--- src/rtl/core/wta_pkg.sv ---
// shared types and constants of the wav to aiff stream converter
// no dependencies; used by front, queue, back and top level
package wta_pkg;

    // width of an accepted sample rate
    localparam int RATE_BITS = 20;

    // header tags as they appear little-endian in the shift word
    localparam logic [31:0] TAG_RIFF_LE = 32'h4646_4952;
    localparam logic [31:0] TAG_WAVE_LE = 32'h4556_4157;
    localparam logic [31:0] TAG_FMT_LE  = 32'h2074_6D66;
    localparam logic [31:0] TAG_DATA_LE = 32'h6174_6164;

    // aiff tags and sizes
    localparam logic [31:0] TAG_FORM  = 32'h464F_524D;
    localparam logic [31:0] TAG_AIFF  = 32'h4149_4646;
    localparam logic [31:0] TAG_COMM  = 32'h434F_4D4D;
    localparam logic [31:0] TAG_SSND  = 32'h5353_4E44;
    localparam logic [31:0] FMT_SIZE  = 32'd16;
    localparam logic [31:0] COMM_SIZE = 32'd18;
    localparam logic [5:0]  HDR_LAST_IN  = 6'd43;
    localparam logic [5:0]  HDR_LAST_OUT = 6'd53;

    // result status codes
    localparam logic [3:0] ST_DATA     = 4'd0;
    localparam logic [3:0] ST_END      = 4'd1;
    localparam logic [3:0] ST_RIFF     = 4'd2;
    localparam logic [3:0] ST_WAVE     = 4'd3;
    localparam logic [3:0] ST_FMT_TAG  = 4'd4;
    localparam logic [3:0] ST_FMT_SIZE = 4'd5;
    localparam logic [3:0] ST_NOT_PCM  = 4'd6;
    localparam logic [3:0] ST_CHANNELS = 4'd7;
    localparam logic [3:0] ST_RATE     = 4'd8;
    localparam logic [3:0] ST_WIDTH    = 4'd9;
    localparam logic [3:0] ST_DATA_TAG = 4'd10;
    localparam logic [3:0] ST_TRUNC    = 4'd11;

    // command kinds from front to back
    localparam logic [1:0] CMD_HDR  = 2'd0;
    localparam logic [1:0] CMD_SAMP = 2'd1;
    localparam logic [1:0] CMD_TAIL = 2'd2;

    // one command in the queue
    typedef struct packed {
        logic [1:0]           kind;
        logic                 eos;
        logic [3:0]           code;
        logic [31:0]          word;   // data byte count or sample bytes, first out lowest
        logic [2:0]           cnt;    // sample bytes to emit
        logic [1:0]           ch;
        logic [2:0]           wb;
        logic [RATE_BITS-1:0] rate;
    } cmd_t;

endpackage

--- src/rtl/core/wta_front.sv ---
// front part: header parser and sample gatherer, one command per result-bearing byte
// depends on wta_pkg
module wta_front (
    input  logic          clk,
    input  logic          rst_n,
    input  logic          accept,
    input  logic [7:0]    in_byte,
    input  logic          end_of_stream,
    output logic          push,
    output wta_pkg::cmd_t cmd
);
    import wta_pkg::*;

    localparam logic [1:0] PH_HEADER = 2'd0;
    localparam logic [1:0] PH_DATA   = 2'd1;
    localparam logic [1:0] PH_DROP   = 2'd2;

    logic [1:0]           phase_reg, phase_next;
    logic [5:0]           pos_reg, pos_next;
    logic [31:0]          shift_reg, shift_next;
    logic [1:0]           ch_reg, ch_next;
    logic [RATE_BITS-1:0] rate_reg, rate_next;
    logic [2:0]           wb_reg, wb_next;
    logic [23:0]          hold_reg, hold_next;
    logic [1:0]           fill_reg, fill_next;

    logic [31:0] sh;
    logic [15:0] v16;
    logic [3:0]  code;
    logic        done;

    assign sh   = {in_byte, shift_reg[31:8]};
    assign v16  = sh[31:16];
    assign done = ({1'b0, fill_reg} + 3'd1) >= wb_reg;

    // header checks by position
    always_comb
    begin
        code      = ST_DATA;
        ch_next   = ch_reg;
        rate_next = rate_reg;
        wb_next   = wb_reg;
        unique case (pos_reg)
            6'd3:  if (sh != TAG_RIFF_LE) code = ST_RIFF;
            6'd11: if (sh != TAG_WAVE_LE) code = ST_WAVE;
            6'd15: if (sh != TAG_FMT_LE) code = ST_FMT_TAG;
            6'd19: if (sh != FMT_SIZE) code = ST_FMT_SIZE;
            6'd21: if (v16 != 16'd1) code = ST_NOT_PCM;
            6'd23:
            begin
                if (v16 == 16'd1 || v16 == 16'd2) ch_next = v16[1:0];
                else code = ST_CHANNELS;
            end
            6'd27:
            begin
                if (sh == 32'd0 || sh[31:RATE_BITS] != '0) code = ST_RATE;
                else rate_next = sh[RATE_BITS-1:0];
            end
            6'd35:
            begin
                if (v16 == 16'd16) wb_next = 3'd2;
                else if (v16 == 16'd24) wb_next = 3'd3;
                else if (v16 == 16'd32) wb_next = 3'd4;
                else code = ST_WIDTH;
            end
            6'd39: if (sh != TAG_DATA_LE) code = ST_DATA_TAG;
            default: ;
        endcase
    end

    // next state and command
    always_comb
    begin
        phase_next = phase_reg;
        pos_next   = pos_reg;
        shift_next = shift_reg;
        hold_next  = hold_reg;
        fill_next  = fill_reg;
        push       = 1'b0;
        cmd        = '0;
        cmd.eos    = end_of_stream;
        cmd.ch     = ch_next;
        cmd.wb     = wb_next;
        cmd.rate   = rate_next;
        unique case (phase_reg)
            PH_HEADER:
            begin
                shift_next = sh;
                if (code != ST_DATA)
                begin
                    push       = 1'b1;
                    cmd.kind   = CMD_TAIL;
                    cmd.code   = code;
                    phase_next = PH_DROP;
                end
                else if (pos_reg >= HDR_LAST_IN)
                begin
                    push       = 1'b1;
                    cmd.kind   = CMD_HDR;
                    cmd.word   = sh;
                    phase_next = PH_DATA;
                    hold_next  = '0;
                    fill_next  = '0;
                end
                else
                begin
                    pos_next = pos_reg + 6'd1;
                    if (end_of_stream)
                    begin
                        push     = 1'b1;
                        cmd.kind = CMD_TAIL;
                        cmd.code = ST_TRUNC;
                    end
                end
            end
            PH_DATA:
            begin
                if (done)
                begin
                    push     = 1'b1;
                    cmd.kind = CMD_SAMP;
                    cmd.cnt  = {1'b0, fill_reg} + 3'd1;
                    case (fill_reg)
                        2'd0: cmd.word = {24'd0, in_byte};
                        2'd1: cmd.word = {16'd0, hold_reg[7:0], in_byte};
                        2'd2: cmd.word = {8'd0, hold_reg[7:0], hold_reg[15:8], in_byte};
                        default: cmd.word = {hold_reg[7:0], hold_reg[15:8],
                                             hold_reg[23:16], in_byte};
                    endcase
                    hold_next = '0;
                    fill_next = '0;
                end
                else
                begin
                    case (fill_reg)
                        2'd0: hold_next = {hold_reg[23:8], in_byte};
                        2'd1: hold_next = {hold_reg[23:16], in_byte, hold_reg[7:0]};
                        default: hold_next = {in_byte, hold_reg[15:0]};
                    endcase
                    fill_next = fill_reg + 2'd1;
                    if (end_of_stream)
                    begin
                        push     = 1'b1;
                        cmd.kind = CMD_TAIL;
                        cmd.code = ST_END;
                    end
                end
            end
            default: ;
        endcase
        push = push & accept;
    end

    // state registers, back to reset at end of stream
    always_ff @(posedge clk or negedge rst_n)
    begin
        if (!rst_n)
        begin
            phase_reg <= PH_HEADER;
            pos_reg   <= '0;
            shift_reg <= '0;
            ch_reg    <= '0;
            rate_reg  <= '0;
            wb_reg    <= '0;
            hold_reg  <= '0;
            fill_reg  <= '0;
        end
        else if (accept)
        begin
            if (end_of_stream)
            begin
                phase_reg <= PH_HEADER;
                pos_reg   <= '0;
                shift_reg <= '0;
                ch_reg    <= '0;
                rate_reg  <= '0;
                wb_reg    <= '0;
                hold_reg  <= '0;
                fill_reg  <= '0;
            end
            else
            begin
                phase_reg <= phase_next;
                pos_reg   <= pos_next;
                shift_reg <= shift_next;
                ch_reg    <= ch_next;
                rate_reg  <= rate_next;
                wb_reg    <= wb_next;
                hold_reg  <= hold_next;
                fill_reg  <= fill_next;
            end
        end
    end

endmodule

--- src/rtl/core/wta_queue.sv ---
// two-entry command queue between front and back
// depends on wta_pkg
module wta_queue (
    input  logic          clk,
    input  logic          rst_n,
    input  logic          push,
    input  wta_pkg::cmd_t push_cmd,
    input  logic          pop,
    output logic          full,
    output logic          valid,
    output wta_pkg::cmd_t head
);
    import wta_pkg::*;

    cmd_t       mem_reg [2];
    logic       wp_reg, rp_reg;
    logic [1:0] cnt_reg, cnt_next;

    assign full  = cnt_reg == 2'd2;
    assign valid = cnt_reg != 2'd0;
    assign head  = mem_reg[rp_reg];

    // occupancy
    always_comb
    begin
        cnt_next = cnt_reg;
        if (push && !pop) cnt_next = cnt_reg + 2'd1;
        else if (pop && !push) cnt_next = cnt_reg - 2'd1;
    end

    // pointers
    always_ff @(posedge clk or negedge rst_n)
    begin
        if (!rst_n)
        begin
            wp_reg  <= 1'b0;
            rp_reg  <= 1'b0;
            cnt_reg <= '0;
        end
        else
        begin
            if (push) wp_reg <= ~wp_reg;
            if (pop) rp_reg <= ~rp_reg;
            cnt_reg <= cnt_next;
        end
    end

    // storage
    always_ff @(posedge clk)
    begin
        if (push) mem_reg[wp_reg] <= push_cmd;
    end

    a_no_overflow: assert property (@(posedge clk) disable iff (!rst_n)
        full |-> !push || pop)
        else $error("queue push while full");
    a_no_underflow: assert property (@(posedge clk) disable iff (!rst_n)
        pop |-> valid)
        else $error("queue pop while empty");
    a_count_range: assert property (@(posedge clk) disable iff (!rst_n)
        cnt_reg != 2'd3)
        else $error("queue count out of range");

endmodule

--- src/rtl/core/wta_back.sv ---
// back part: expands commands into aiff bytes, with serial divider and rate normalizer
// depends on wta_pkg
module wta_back (
    input  logic          clk,
    input  logic          rst_n,
    input  logic          q_valid,
    input  wta_pkg::cmd_t q_head,
    output logic          q_pop,
    output logic          m_tvalid,
    input  logic          m_tready,
    output logic [7:0]    out_byte,
    output logic [3:0]    status,
    output logic          run_last,
    output logic          file_last
);
    import wta_pkg::*;

    localparam logic [2:0] B_IDLE = 3'd0;
    localparam logic [2:0] B_CALC = 3'd1;
    localparam logic [2:0] B_HDR  = 3'd2;
    localparam logic [2:0] B_SAMP = 3'd3;
    localparam logic [2:0] B_TAIL = 3'd4;
    localparam int EXP_BITS = $clog2(RATE_BITS);

    logic [2:0]          state_reg, state_next;
    logic [5:0]          idx_reg, idx_next;
    cmd_t                cur_reg;
    logic [3:0]          tail_reg, tail_next;
    logic [31:0]         form_reg, ssnd_reg;
    logic [31:0]         quo_reg;
    logic [3:0]          rem_reg;
    logic [63:0]         mant_reg;
    logic [EXP_BITS-1:0] exp_reg;

    logic        ov_reg, rl_reg, fl_reg;
    logic [7:0]  ob_reg;
    logic [3:0]  os_reg;

    logic        free, emit, e_rl, e_fl;
    logic [7:0]  e_byte;
    logic [3:0]  e_st;
    logic [3:0]  block;
    logic [4:0]  rtry;
    logic [431:0] hdr;
    logic [5:0]  sel;
    logic [15:0] exv;

    assign free  = !ov_reg || m_tready;
    assign block = 4'({2'b0, cur_reg.ch} * {1'b0, cur_reg.wb});
    assign rtry  = {rem_reg, quo_reg[31]};
    assign exv   = 16'h3FFF + 16'(exp_reg);
    assign hdr   = {TAG_FORM, form_reg, TAG_AIFF, TAG_COMM, COMM_SIZE,
                    14'd0, cur_reg.ch, quo_reg, 10'd0, cur_reg.wb, 3'd0,
                    exv, mant_reg, TAG_SSND, ssnd_reg, 64'd0};
    assign sel   = HDR_LAST_OUT - idx_reg;
    assign q_pop = (state_reg == B_IDLE) && q_valid;

    // sequencer
    always_comb
    begin
        state_next = state_reg;
        idx_next   = idx_reg;
        tail_next  = tail_reg;
        emit       = 1'b0;
        e_byte     = '0;
        e_st       = ST_DATA;
        e_rl       = 1'b0;
        e_fl       = 1'b0;
        unique case (state_reg)
            B_IDLE:
            begin
                idx_next = '0;
                if (q_valid)
                begin
                    tail_next = ST_END;
                    unique case (q_head.kind)
                        CMD_HDR:  state_next = B_CALC;
                        CMD_SAMP: state_next = B_SAMP;
                        default:
                        begin
                            state_next = B_TAIL;
                            tail_next  = q_head.code;
                        end
                    endcase
                end
            end
            B_CALC:
            begin
                idx_next = idx_reg + 6'd1;
                if (idx_reg == 6'd31)
                begin
                    idx_next   = '0;
                    state_next = B_HDR;
                end
            end
            B_HDR:
            begin
                if (free)
                begin
                    emit     = 1'b1;
                    e_byte   = hdr[{sel, 3'b0} +: 8];
                    idx_next = idx_reg + 6'd1;
                    if (idx_reg == HDR_LAST_OUT)
                    begin
                        e_rl       = !cur_reg.eos;
                        state_next = cur_reg.eos ? B_TAIL : B_IDLE;
                    end
                end
            end
            B_SAMP:
            begin
                if (free)
                begin
                    emit     = 1'b1;
                    e_byte   = cur_reg.word[{idx_reg[1:0], 3'b0} +: 8];
                    idx_next = idx_reg + 6'd1;
                    if (idx_reg[2:0] == cur_reg.cnt - 3'd1)
                    begin
                        e_rl       = !cur_reg.eos;
                        state_next = cur_reg.eos ? B_TAIL : B_IDLE;
                    end
                end
            end
            B_TAIL:
            begin
                if (free)
                begin
                    emit       = 1'b1;
                    e_st       = tail_reg;
                    e_rl       = 1'b1;
                    e_fl       = 1'b1;
                    state_next = B_IDLE;
                end
            end
            default: state_next = B_IDLE;
        endcase
    end

    // control registers
    always_ff @(posedge clk or negedge rst_n)
    begin
        if (!rst_n)
        begin
            state_reg <= B_IDLE;
            idx_reg   <= '0;
            ov_reg    <= 1'b0;
        end
        else
        begin
            state_reg <= state_next;
            idx_reg   <= idx_next;
            if (emit) ov_reg <= 1'b1;
            else if (m_tready) ov_reg <= 1'b0;
        end
    end

    // command, divider and normalizer datapath
    always_ff @(posedge clk)
    begin
        tail_reg <= tail_next;
        if (q_pop)
        begin
            cur_reg  <= q_head;
            form_reg <= q_head.word + 32'd46;
            ssnd_reg <= q_head.word + 32'd8;
            quo_reg  <= q_head.word;
            rem_reg  <= '0;
            mant_reg <= {q_head.rate, (64 - RATE_BITS)'(0)};
            exp_reg  <= EXP_BITS'(RATE_BITS - 1);
        end
        else if (state_reg == B_CALC)
        begin
            // one quotient bit per cycle
            if (rtry >= {1'b0, block})
            begin
                rem_reg <= 4'(rtry - {1'b0, block});
                quo_reg <= {quo_reg[30:0], 1'b1};
            end
            else
            begin
                rem_reg <= rtry[3:0];
                quo_reg <= {quo_reg[30:0], 1'b0};
            end
            // one normalizing shift per cycle
            if (!mant_reg[63] && mant_reg != '0)
            begin
                mant_reg <= {mant_reg[62:0], 1'b0};
                exp_reg  <= exp_reg - EXP_BITS'(1);
            end
        end
        if (emit)
        begin
            ob_reg <= e_byte;
            os_reg <= e_st;
            rl_reg <= e_rl;
            fl_reg <= e_fl;
        end
    end

    assign m_tvalid  = ov_reg;
    assign out_byte  = ob_reg;
    assign status    = os_reg;
    assign run_last  = rl_reg;
    assign file_last = fl_reg;

    a_hold_stalled: assert property (@(posedge clk) disable iff (!rst_n)
        ov_reg && !m_tready |=> ov_reg && $stable(ob_reg) && $stable(os_reg))
        else $error("result changed while stalled");
    a_file_last_run_last: assert property (@(posedge clk) disable iff (!rst_n)
        ov_reg && fl_reg |-> rl_reg && os_reg != ST_DATA)
        else $error("file end without run end");
    a_hdr_index: assert property (@(posedge clk) disable iff (!rst_n)
        state_reg == B_HDR |-> idx_reg <= HDR_LAST_OUT)
        else $error("header index past end");
    a_pop_idle: assert property (@(posedge clk) disable iff (!rst_n)
        q_pop |=> state_reg != B_IDLE)
        else $error("command popped but not started");

endmodule

--- src/rtl/core/wav_to_aiff_stream_converter_core.sv ---
// top level of the wav to aiff stream converter
// depends on wta_pkg, wta_front, wta_queue, wta_back
//
// channel   direction  tdata                   tuser                     tlast
// s_*       in         [7:0] in_byte           -                         end_of_stream
// m_*       out        [7:0] out_byte          [3:0] status, [4] run_last file_last
//
// input bytes are taken one per cycle while the two-entry command queue has room
// a data sample leaves at one byte per cycle unless stalled; a header divides, then 54 bytes
// the frame count divider and rate normalizer in the back part set the header latency
// output stalls fill the queue and then hold off input; asynchronous active-low reset
module wav_to_aiff_stream_converter_core (
    input  logic       clk,
    input  logic       rst_n,
    input  logic       s_tvalid,
    output logic       s_tready,
    input  logic [7:0] s_tdata,   // [7:0] in_byte
    input  logic       s_tlast,
    output logic       m_tvalid,
    input  logic       m_tready,
    output logic [7:0] m_tdata,   // [7:0] out_byte
    output logic [4:0] m_tuser,   // [3:0] status, [4] run_last
    output logic       m_tlast
);
    import wta_pkg::*;

    logic accept, push, full, q_valid, q_pop, rl;
    logic [3:0] st;
    cmd_t cmd, head;

    assign s_tready = !full;
    assign accept   = s_tvalid && s_tready;

    wta_front u_front (
        .clk           (clk),
        .rst_n         (rst_n),
        .accept        (accept),
        .in_byte       (s_tdata),
        .end_of_stream (s_tlast),
        .push          (push),
        .cmd           (cmd)
    );

    wta_queue u_queue (
        .clk      (clk),
        .rst_n    (rst_n),
        .push     (push),
        .push_cmd (cmd),
        .pop      (q_pop),
        .full     (full),
        .valid    (q_valid),
        .head     (head)
    );

    wta_back u_back (
        .clk       (clk),
        .rst_n     (rst_n),
        .q_valid   (q_valid),
        .q_head    (head),
        .q_pop     (q_pop),
        .m_tvalid  (m_tvalid),
        .m_tready  (m_tready),
        .out_byte  (m_tdata),
        .status    (st),
        .run_last  (rl),
        .file_last (m_tlast)
    );

    assign m_tuser = {rl, st};

endmodule
--- config.mk ---
export PLATFORM = sky130hd
export DESIGN_NAME = wav_to_aiff_stream_converter_core
export DESIGN_NICKNAME = d
export VERILOG_FILES = /design/src/rtl/core/wta_pkg.sv /design/src/rtl/core/wta_front.sv /design/src/rtl/core/wta_queue.sv /design/src/rtl/core/wta_back.sv /design/src/rtl/core/wav_to_aiff_stream_converter_core.sv
export SDC_FILE = /design/constraint.sdc
export NUM_CORES = 1
export LEC_CHECK = 0
export BUFFER_PORTS_ARGS = -buffer_cell sky130_fd_sc_hd__buf_2
export CAP_MARGIN = 20
export CELL_PAD_IN_SITES_DETAIL_PLACEMENT = 0
export CELL_PAD_IN_SITES_GLOBAL_PLACEMENT = 2
export CORE_ASPECT_RATIO = 1.2
export CORE_MARGIN = 2
export CORE_UTILIZATION = 45
export CTS_BUF_LIST = sky130_fd_sc_hd__clkbuf_4
export DETAILED_ROUTE_END_ITERATION = 10
export PLACE_DENSITY_LB_ADDON = 0.1
export RECOVER_POWER = 100
export SLEW_MARGIN = 20
export SYNTH_ARGS = -nofsm -noshare
export SYNTH_HDL_FRONTEND = slang
export SYNTH_SLANG_ARGS = --single-unit
--- constraint.sdc ---
create_clock -name clk -period 28.7 [get_ports clk]
set_input_delay 5.74 -clock clk [delete_from_list [all_inputs] [get_ports clk]]
set_output_delay 5.74 -clock clk [all_outputs]
set_load 0.1 [all_outputs]
**Word-level counts from Yosys, hierarchy flattened**

Memories as Yosys holds them, arrays and structs flattened.
Index checks and enable logic that the tools add are counted.

- Bits in latches: 0
- Memory bits (read-only): 0
- Register bits after elaboration: 289
- Memories kept: 1
- Memory bits (writable): 134
- Logic and storage cells: 251

- $lt $le $gt $ge: 3
- $mul: 1
- Shift-type cells: 2
- $add $sub $neg: 13
- Divide/modulo/power cells: 0
- Reductions and logical operators: 47
- Bitwise operators: 3
- Equality and inequality tests: 48
- Muxes and demuxes: 101

Memory list:

| memory | words | width | read ports | clocked after Yosys merged registers in | wr ports | line | RTL |
|---|---|---|---|---|---|---|---|
| u_queue.mem_reg | 2 | 67 | 1 | 0 | 1 | wta_queue.sv:15 | `cmd_t mem_reg [2];` |

Operators by type and width:

| cell | number |
|---|---|
| indexed part select 432 x 10 -> 8 bit | 1 |
| 2-to-1 mux 32 bit | 6 |
| 2-to-1 mux 64 bit | 3 |
| 2-to-1 mux 24 bit | 4 |
| != test 32 x 31 -> 1 bit, second input constant | 3 |
| one-hot mux 24 bit (2 select lines) | 2 |
| one-hot mux 32 bit (3 select lines) | 1 |
| one-hot mux 36 bit (2 select lines) | 1 |
| nonzero test 64 bit | 1 |
| 2-to-1 mux 20 bit | 3 |
| 2-to-1 mux 3 bit | 18 |
| 2-to-1 mux 4 bit | 10 |
| 2-to-1 mux 2 bit | 19 |
| 2-to-1 mux 6 bit | 6 |
| one-hot mux 4 bit (9 select lines) | 1 |
| 2-to-1 mux 35 bit | 1 |
| adder 32 x 4 -> 32 bit, second input constant | 1 |
| adder 32 x 6 -> 32 bit, second input constant | 1 |
| == test 16 x 5 -> 1 bit, second input constant | 2 |
| zero test 32 bit | 1 |
| != test 32 x 30 -> 1 bit, second input constant | 1 |
| != test 32 x 5 -> 1 bit, second input constant | 1 |
| indexed part select 32 x 6 -> 8 bit | 1 |
| == test 6 x 5 -> 1 bit, second input constant | 5 |
| other kinds (58) | 125 |

**Logic depth before layout (Yosys ltp)**

Gate-level depths: netlist of the first run.

- Depth in word-level cells: 13
- Depth in mapped cells: 13
- Depth with buffers taken out: 12

**Modules after synthesis**

From an unflattened synthesis of the first run, not the netlist that was laid out.

- Cell total of the unflattened synthesis: 1740
- Area total of the unflattened synthesis: 20483.4 um^2

By module, submodules not included:

| module | cells an instance | sequential area each (um^2) | instances | area an instance (um^2) |
|---|---|---|---|---|
| wta_back | 952 | 5565.3 | 1 | 10336.2 |
| wta_queue | 225 | 4124.0 | 1 | 5114.9 |
| wta_front | 560 | 2077.0 | 1 | 5014.8 |
| wav_to_aiff_stream_converter_core | 3 | 0.0 | 1 | 17.5 |

**Worst setup path before layout of the first run**

Ideal clock, no wire load.

- Path type: input -> register
- Start point: input port s_tdata[3]
- End point: memory u_queue.mem_reg[0][0] in the netlist's numbering (enable)
- Stages on the path: 7
- Data arrival time: 17.130 ns
- Setup slack: 10.719 ns
- Data required time: 27.849 ns
- Cell sequence: nor4_4 > and3_1 > a211oi_1 > a311oi_1 > nand3_1 > o31ai_1 > a2111oi_0

- Cells in the longest elaborated chain, start to end: 11
- Elaborated cells on any way between the ends: 33
- Those cells by class: eq/ne: 11; mux: 16; bitwise: 1; reduce/logical: 5

RTL lines:

| item | line | RTL |
|---|---|---|
| start, declared | wav_to_aiff_stream_converter_core.sv:17 | `input logic [7:0] s_tdata,` |
| == test 16 x 6 -> 1 bit | wta_front.sv:63 | `else if (v16 == 16'd32) wb_next = 3'd4;` |
| 2-to-1 mux 4 bit | wta_front.sv:63 |  |
| 2-to-1 mux 4 bit | wta_front.sv:62 | `else if (v16 == 16'd24) wb_next = 3'd3;` |
| 2-to-1 mux 4 bit | wta_front.sv:61 | `if (v16 == 16'd16) wb_next = 3'd2;` |
| one-hot mux 4 bit (9 select lines) * | wta_front.sv:43 | `unique case (pos_reg)` |
| nonzero test 4 bit * | wta_front.sv:89 | `if (code != ST_DATA)` |
| 2-to-1 mux 1 bit * | wta_front.sv:89 |  |
| one-hot mux 1 bit (2 select lines) * | wta_front.sv:85 | `unique case (phase_reg)` |
| AND 1 bit * | wta_front.sv:151 | `push = push & accept;` |
| 2-to-1 mux 1 bit * | wta_queue.sv:51 | `if (push) mem_reg[wp_reg] <= push_cmd;` |
| 2-to-1 mux 1 bit (implied by the code) * | wta_queue.sv:51 |  |
| end, declared | wta_queue.sv:15 |  |

Mark *: on every way between the ends. The rest lies on a longest branch, timed or not.

**Worst setup path in the final report of the first run**

- Start point: input port s_tdata[6]
- End point: memory u_queue.mem_reg[0][58] in the netlist's numbering (enable)

Same word-level chain as after synthesis.

==> results of run 1 <==
## final cells by class
type                            count  share of cell area
Clock inverter                     27             0.00658
Sequential cell                   411               0.533
Antenna cell                        1            0.000113
Multi-Input combinational cell   1111               0.348
Timing Repair Buffer               55              0.0115
Tap cell                          559              0.0317
Inverter                           70              0.0120
Clock buffer                      168              0.0571
## layer usage
layer  global-route usage  share of wire  vias up  wire length [um]
li1                     -              -     6543                 -
met1                0.321           0.42     7065             24100
met2                0.435           0.51      417             29600
met4               0.0982          0.029        2              1680
met5                    0        0.00022        -                13
met3               0.0404          0.047       80              2710
## cells by family (layout without fill, tap and decap cells)
logic type      after synthesis  in the layout  share of synthesized area
flops                       411            411                      0.584
compound gates              378            378                      0.128
other cells                   0              1                          0
buf+inv                     175            320                     0.0344
fa+ha+maj                    30             30                     0.0194
simple gates                488            488                      0.118
mux                         138            138                     0.0822
xor+xnor                     77             77                     0.0335
## cells in the mapped netlist (all sizes together) (4+ instances only)
| master | instances | area (um^2) |
|---|---|---|
| edfxtp | 305 | 9160 |
| nand2 | 196 | 736 |
| o21ai | 119 | 596 |
| dfrtp | 97 | 2430 |
| nor2 | 88 | 330 |
| clkbuf | 82 | 308 |
| mux2i | 72 | 721 |
| inv | 66 | 248 |
| xnor2 | 64 | 561 |
| a22o | 62 | 543 |
| mux2 | 49 | 552 |
| a21oi | 45 | 225 |
| nand3 | 40 | 205 |
| nor3 | 33 | 165 |
| o31ai | 29 | 218 |
| ha | 28 | 350 |
| nor4 | 24 | 195 |
| buf | 23 | 123 |
| and2 | 21 | 131 |
| a22oi | 19 | 143 |
| mux4 | 17 | 383 |
| nor2b | 15 | 93.8 |
| xor2 | 13 | 114 |
| a211oi | 11 | 82.6 |
| a31oi | 11 | 68.8 |
| nand4 | 11 | 68.8 |
| or3 | 10 | 62.6 |
| dfxtp | 9 | 180 |
| o221ai | 9 | 78.8 |
| o41ai | 9 | 86.3 |
| nand2b | 8 | 50.1 |
| nand3b | 7 | 52.6 |
| o22ai | 7 | 43.8 |
| and3 | 6 | 37.5 |
| nor3b | 6 | 50.1 |
| a21boi | 5 | 37.5 |
| a21o | 5 | 37.5 |
| o311ai | 5 | 43.8 |
| a311oi | 4 | 35.0 |
| a41oi | 4 | 35.0 |
| clkinv | 4 | 15.0 |
| nor4b | 4 | 35.0 |
| o211ai | 4 | 30.0 |
| or4 | 4 | 30.0 |
## stage by stage
stage / cells / instance area (um^2) / util
2_1_floorplan: 1697 / 20100 / -
4_1_cts: 2401 / 22200 / 0.504
3_5_place_dp: 2206 / 20800 / 0.472
6_report: 2402 / 22100 / 0.501
3_3_place_gp: 2206 / 20800 / 0.472
5_1_grt: 2402 / 22100 / 0.501
## path summary, 6_finish.rpt
kind	start	to	slack [ns]	cells after the start
max	s_tdata[6]	u_queue.mem_reg[0][58]	18.07	9
min reg2reg	u_queue.cnt_reg[1]	u_queue.cnt_reg[1]	0.50	1
min in group asynchronous	rst_n	u_front.hold_reg[19]	5.85	1
max reg2reg	u_queue.cnt_reg[0]	u_back.form_reg[5]	22.17	4
min	u_queue.cnt_reg[1]	u_queue.cnt_reg[1]	0.50	1
max in group asynchronous	rst_n	u_front.wb_reg[1]	18.62	2
## power groups by stage
stage | clock network [mW] | logic [mW] | registers, mW
final | 0.519 | 0.808 | 1.08
after detailed placement | 0 | 0.818 | 1.07
after global routing | 0.565 | 0.881 | 1.10
after CTS | 0.533 | 0.821 | 1.06
after global placement | 0 | 0.814 | 1.07
after floorplan | 0 | 0.555 | 1.05
==> flow_summary.toml, run 1 <==
[status]
status = "complete, but fails checks"
violations = "max-capacitance violations, max-slew violations"

[setup_path]
cp-end-kind = "flip-flop"
crit_family = "buffers and inverters"
critical_path.max_fanout = 67
critPathBufInv = 2
start_kind = "input pin"
cp_slowest_cell = "clkbuf_1"
slowest_delay_ns = 2.75
worstPathArrival_ns = 10.96
critPathKind = "input pin to flip-flop"
crit_top_cell = "clkbuf_1"
required_ns = 29.03
crit_chain = "clkbuf_1, nor4_1, and3_1, a211oi_1, a311oi_1, nand3_1, o31ai_1, a2111oi_0, clkbuf_1"

[die]
dieArea_um2 = 46500
row_count = 84
die_h_um = 236
pin_count = 29
core_um2 = 44000
initial_utilization = 0.457
fp.dieW_um = 197

[power_and_ir_drop]
power_density_nw_per_um2 = 109
ir_worst_vdd_mv = 0.0486
p_comb_frac = 0.336
total_power_mw = 2.40
p_switching_mw = 0.952
p_sw_frac = 0.396
seq_power_share = 0.448
intPower_mw = 1.45
clock_power_share = 0.216
leakagePower_nw = 8.27

[layout]
layout_commonest_cell = "edfxtp_1"
multiInputGateArea_um2 = 7670
syn2layout_area_growth_pct = 9.63
regArea_um2 = 11800
fillers = 4019
drive_above_1_share = 0.132
layout_common_cells = "305 x edfxtp_1, 196 x nand2_1, 168 x clkbuf_4, 118 x o21ai_0, 95 x dfrtp_1"
final_nets = 1797
largest_register_ffs = 134

[sta]
fin_ws_ns = 18.07
hold_viol = 0
fin_worst_skew_ns = 0.0477
worst_pin_slew_ns = 4.28
final.setup.tns_ns = 0
fin_hold_ws_ns = 0.498
fin_crit_sh = 0.371
fmax_mhz = 94.0
min_period_ns = 10.63
relSlewSlack = -1.85
rsz0062_at_grt = "no"
maxSlewViolCount = 550
setup_violations = 0

[clock_network]
cts_setup_buffers = 0
cts.clk_slew.worst_paths_ns = 0.06
tritoncts = "built"
h-tree-depth = 3
cts_made_buffers = 105
hold_buffers = 0
cts_resized = 0
cts-root-buf = "clkbuf_4"
cts.sinks = 411
cts.path.max_buffers = 3
insertion_delay_ns = 0.84

[detailed_routing]
drt_iter0_drc = 1066
wl_per_cell_um = 24.2
first_pass_iters = 5
num_vias = 14100
drc = 0
wirelength_um = 58100
ant_nets = 0
viasPerCell = 5.87

[synthesis]
synth_edf_count = 305
synthDistinctLibCells = 82
async_flop_share = 0.236
ys_warn_count = 0
avgSynthCellArea_um2 = 11.9
seq_area_frac_synth = 0.584
synthCells = 1697
synth_nets = 1740
syn_area_um2 = 20100
ys_ff_latch = 411
ys.flop_type = "edfxtp_1"

[grt]
grt_max_degree = 81
grt_pass1_wl_um = 87600
grt_usage = 0.253
gr-total-overflow = 0
grt_antenna_before_repair = 2
grt_pass1_vias = 14000

[placed_design]
gp_routability_congestion = 0.909
dp_hpwl_um = 40600
place_ws_ns = 19.25
io_buffers = 28

[job]
maxCapViolCount = 10

[worst_hold_path]
worstHoldPathType = "flip-flop to flip-flop"
Power figures use the tool's default switching activity.
==> inputs of run 2 (changes only) <==
CORE_UTILIZATION = 41   (was 45)
clock period = 9.2 ns   (was 28.7 ns; I/O delays follow)
==> run 2 against run 1 <==
- the flow still finishes with violations (max-capacitance violations, max-slew violations)
- clock power rose to 3.1 times the previous value
- cell area grew 0.36%
- flip-flop and latch count did not move
- count of clock-buffer cells in the layout fell by 17
- via count down 0.86%
- sequential power grew to 3.1 times the previous value
- global-route usage fell by 1.4 points
- die area increased by 9.6%
- worst hold slack worse by 0.0046 ns
==> flow_summary.toml, run 2 (synthesis results as in run 1) <==
[layout]
stdcell_area_um2 = 22200
layout_common_cells = "305 x edfxtp_1, 196 x nand2_1, 151 x clkbuf_4, 118 x o21ai_0, 95 x dfrtp_1"
regArea_um2 = 11800
fillers = 4545
multiInputGateArea_um2 = 7680
final_nets = 1798
largest_register_ffs = 134
syn2layout_area_growth_pct = 10.0
layout_commonest_cell = "edfxtp_1"
drive_above_1_share = 0.134

[setup_path]
rr_endpoint = "u_back.cur_reg[55]"
reg2reg_slack_ns = 2.91
reg2regPathDepth = 4
crit_family = "buffers and inverters"
start_kind = "input pin"
cp.depth = 9
cp-end-kind = "flip-flop"
required_ns = 9.54
cp_slowest_cell = "clkbuf_1"
crit_top_cell = "clkbuf_1"
crit_chain = "clkbuf_1, nor4_1, and3_1, a211oi_1, a311oi_1, nand3_1, o31ai_1, a2111oi_2, clkbuf_1"
critPathKind = "input pin to flip-flop"
critical_path.max_fanout = 67
slowest_delay_ns = 2.65
reg2reg_from = "u_queue.cnt_reg[0]"
worstPathArrival_ns = 6.88
critPathBufInv = 2

[detailed_routing]
ant_nets = 0
num_vias = 14000
first_pass_iters = 5
wl_per_cell_um = 24.1
viasPerCell = 5.67
drt_iter0_drc = 767
drc = 0
wirelength_um = 59500

[grt]
grt_pass1_wl_um = 89800
grt_max_degree = 94
grt_usage = 0.240
grt_antenna_before_repair = 1
grt_pass1_vias = 14200
gr-total-overflow = 0

[clock_network]
cts_made_buffers = 105
cts-root-buf = "clkbuf_4"
h-tree-depth = 3
hold_buffers = 0
tritoncts = "built"
cts.path.max_buffers = 3
cts.clk_slew.worst_paths_ns = 0.07
cts_setup_buffers = 0
cts.sinks = 411
insertion_delay_ns = 0.87
cts_resized = 0

[die]
row_count = 88
core_um2 = 48300
fp.dieW_um = 206
pin_count = 29
dieArea_um2 = 50900
die_h_um = 247
initial_utilization = 0.417

[sta]
relSlewSlack = -1.50
rsz0062_at_grt = "no"
fmax_mhz = 153
min_period_ns = 6.53
fin_hold_ws_ns = 0.493
worst_pin_slew_ns = 3.74
maxSlewViolCount = 427
fin_crit_sh = 0.710
hold_viol = 0
fin_worst_skew_ns = 0.0521
setup_violations = 0

[status]
violations = "max-capacitance violations, max-slew violations"
status = "complete, but fails checks"

[placed_design]
gp_routability_congestion = 0.873
dpl-instance-area_um2 = 20900
io_buffers = 28
dp_hpwl_um = 41500

[worst_hold_path]
hold_depth = 1
hold_path_end = "u_queue.cnt_reg[1]"
worstHoldPathType = "flip-flop to flip-flop"
hold_start = "u_queue.cnt_reg[1]"

[power_and_ir_drop]
power_density_nw_per_um2 = 338
ir_worst_vdd_mv = 0.153
leakagePower_nw = 8.29

[job]
maxCapViolCount = 8
==> run 2: area by class of cell <==
| class | count | share of cell area |
|---|---|---|
| clock buffers | 151 | 0.0512 |
| repair buffers | 56 | 0.0125 |
| well taps | 630 | 0.0356 |
| multi-input cells | 1111 | 0.347 |
| flip-flops and latches | 411 | 0.531 |
| inverters | 70 | 0.0119 |
| clock inverters | 35 | 0.0105 |
| diodes | 1 | 0.000113 |
==> run 2: power by group <==
part / internal [mW] / switching, mW / leakage [nW]
combinational: 0.790 / 1.74 / 3.16
clock: 0.841 / 0.768 / 0.831
sequential: 2.87 / 0.480 / 4.30
==> run 2: worst max path at each step <==
stage                                   to       start  slack [ns]
detailed placement  u_queue.mem_reg[1][58]  s_tdata[0]        3.71
global route        u_queue.mem_reg[1][51]  s_tdata[6]        2.20
floorplan            u_queue.mem_reg[1][0]  s_tdata[3]       -1.61
finish              u_queue.mem_reg[1][50]  s_tdata[6]        2.67
CTS                 u_queue.mem_reg[1][57]  s_tdata[0]        4.62
global placement    u_queue.mem_reg[1][58]  s_tdata[0]        3.72
==> run 2: routing by layer <==
| metal | up-vias | GRT usage | routed length [um] |
|---|---|---|---|
| met5 | - | 0 | 0 |
| met4 | 0 | 0.105 | 2260 |
| met3 | 111 | 0.0403 | 2340 |
| met2 | 350 | 0.405 | 29400 |
| met1 | 6990 | 0.302 | 25500 |
| li1 | 6535 | - | - |
==> run 2: per-stage QoR <==
step | utilization | instances | total power [mW] | TNS, ns | worst slack (ns)
after global placement | 0.432 | 2277 | 5.90 | 0 | 3.72
after CTS | 0.461 | 2464 | 7.56 | 0 | 4.62
final | 0.458 | 2465 | 7.49 | 0 | 2.67
after floorplan | - | 1697 | 5.00 | -215.33 | -1.61
after detailed placement | 0.432 | 2278 | 5.93 | 0 | 3.71
after global routing | 0.458 | 2465 | 7.94 | 0 | 2.20
==> run 2: worst register-to-register path, cell delays in order, from the launching register on <==
cell and delay [ns]:
dfrtp_1 0.42, nor2_1 0.43, or4_1 0.75, clkinvlp_2 2.02, clkbuf_1 1.83
==> inputs of run 3 (changes only) <==
CORE_UTILIZATION = 45   (was 41)
clock period = 6.6 ns   (was 9.2 ns; I/O delays follow)
==> run 3 against run 2 <==
- the run still ends with max-capacitance violations, max-slew violations left
- clock power rose by 36%
- cell area down 0.42%
- first-iteration DRC count grew 19%
- critical endpoint is now u_back.out_byte[0]
- routed wire length is 2.4% lower
- cell count is 2.5% lower
- via count grew 0.11%
- largest cell class unchanged
- utilization grew 4.3 points
- power up 38%
- sequential share of layout area is 0.23 points higher
==> flow_summary.toml, run 3 (synthesis results as in run 1) <==
[layout]
drive_above_1_share = 0.129
largest_register_ffs = 134
syn2layout_area_growth_pct = 9.55
fillers = 4081
layout_common_cells = "305 x edfxtp_1, 196 x nand2_1, 152 x clkbuf_4, 118 x o21ai_0, 95 x dfrtp_1"
layout_commonest_cell = "edfxtp_1"
final_nets = 1796
stdcell_area_um2 = 22100

[setup_path]
start_kind = "flip-flop"
critPathKind = "flip-flop to flip-flop"
required_ns = 7.31
critical_path.max_fanout = 54
worstPathArrival_ns = 5.92
cp-end-kind = "flip-flop"

[die]
initial_utilization = 0.457
fp.dieW_um = 197
core_um2 = 44000
pin_count = 29
die_h_um = 236
row_count = 84
dieArea_um2 = 46500

[power_and_ir_drop]
intPower_mw = 6.17
total_power_mw = 10.3
ir_worst_vdd_mv = 0.210
power_density_nw_per_um2 = 467
p_sw_frac = 0.400
p_switching_mw = 4.12
p_comb_frac = 0.340
clock_power_share = 0.212
seq_power_share = 0.447
leakagePower_nw = 8.27

[clock_network]
cts_setup_buffers = 0
h-tree-depth = 3
insertion_delay_ns = 0.86
cts.clk_slew.worst_paths_ns = 0.07
cts-root-buf = "clkbuf_4"
cts_made_buffers = 104
cts.path.max_buffers = 3
cts.sinks = 411
cts_resized = 0
hold_buffers = 0
tritoncts = "built"

[sta]
hold_viol = 0
fin_ws_ns = 1.39
fin_crit_sh = 0.789
relSlewSlack = -1.49
final.setup.tns_ns = 0
maxSlewViolCount = 306
fmax_mhz = 192
min_period_ns = 5.21
worst_pin_slew_ns = 3.74
rsz0062_at_grt = "no"
setup_violations = 0
fin_worst_skew_ns = 0.0455

[placed_design]
place_ws_ns = 1.48
dp_hpwl_um = 40600
io_buffers = 28
gp_routability_congestion = 0.880
dpl-instance-area_um2 = 20800

[detailed_routing]
drt_iter0_drc = 914
first_pass_iters = 5
wl_per_cell_um = 24.1
viasPerCell = 5.82
ant_nets = 0
drc = 0
num_vias = 14000
wirelength_um = 58100

[job]
maxCapViolCount = 6

[status]
status = "complete, but fails checks"
violations = "max-capacitance violations, max-slew violations"

[grt]
grt_usage = 0.253
gr-total-overflow = 0
grt_max_degree = 82
grt_pass1_wl_um = 87600
grt_pass1_vias = 14100
grt_antenna_before_repair = 1

[worst_hold_path]
worstHoldPathType = "flip-flop to flip-flop"
==> run 3: cell type report <==
| cell class | count | area, um^2 | area share |
|---|---|---|---|
| Tap cell | 559 | 699 | 0.0317 |
| Timing Repair Buffer | 55 | 279 | 0.0127 |
| Inverter | 70 | 265 | 0.0120 |
| Clock buffer | 152 | 1140 | 0.0517 |
| Multi-Input combinational cell | 1111 | 7690 | 0.348 |
| Antenna cell | 1 | 2.50 | 0.000113 |
| Clock inverter | 45 | 211 | 0.00959 |
| Sequential cell | 411 | 11800 | 0.534 |
==> run 3: per-layer routing <==
layer | share of wire | vias up | wire length, um | track usage
met4 | 0.039 | 0 | 2280 | 0.123
met1 | 0.42 | 6973 | 24600 | 0.324
met3 | 0.038 | 108 | 2210 | 0.0345
met2 | 0.50 | 385 | 28900 | 0.424
met5 | 0 | - | 0 | 0
li1 | - | 6536 | - | -
==> run 3: final timing paths <==
check                                   from  cells past startpoint                    end  slack (ns)
max                        u_back.idx_reg[1]                     11     u_back.out_byte[0]        1.39
min                        u_back.rem_reg[3]                      1      u_back.rem_reg[3]        0.50
max reg2reg                u_back.idx_reg[1]                     11     u_back.out_byte[0]        1.39
min reg2reg                u_back.rem_reg[3]                      1      u_back.rem_reg[3]        0.50
max in group asynchronous              rst_n                      2  u_front.shift_reg[30]        2.20
min in group asynchronous              rst_n                      1      u_back.idx_reg[1]        1.76
==> run 3: through the flow <==
stage	hold WS [ns]	cells	utilization
after floorplan	0.462	1697	-
after global placement	0.477	2206	0.473
after detailed placement	0.476	2206	0.473
after CTS	0.498	2403	0.504
after global routing	0.504	2404	0.501
final	0.498	2404	0.501
==> run 3: power groups by stage <==
stage	Clock (mW)	Combinational (mW)	Sequential, mW
floorplan	0	2.42	4.54
detailed placement	0	3.54	4.65
CTS	2.25	3.55	4.60
global route	2.38	3.82	4.69
global placement	0	3.52	4.63
finish	2.19	3.50	4.61
==> run 3: critical path, stage by stage, from the launching register on <==
cell and delay (ns):
dfrtp_2 0.34, buf_4 0.57, inv_1 0.51, ha_1 0.43, clkbuf_1 1.14, clkinv_1 0.81
nand2_1 0.39, o22ai_1 0.10, o21ai_0 0.25, a41oi_1 0.15, a21oi_1 0.20, a22o_1 0.16
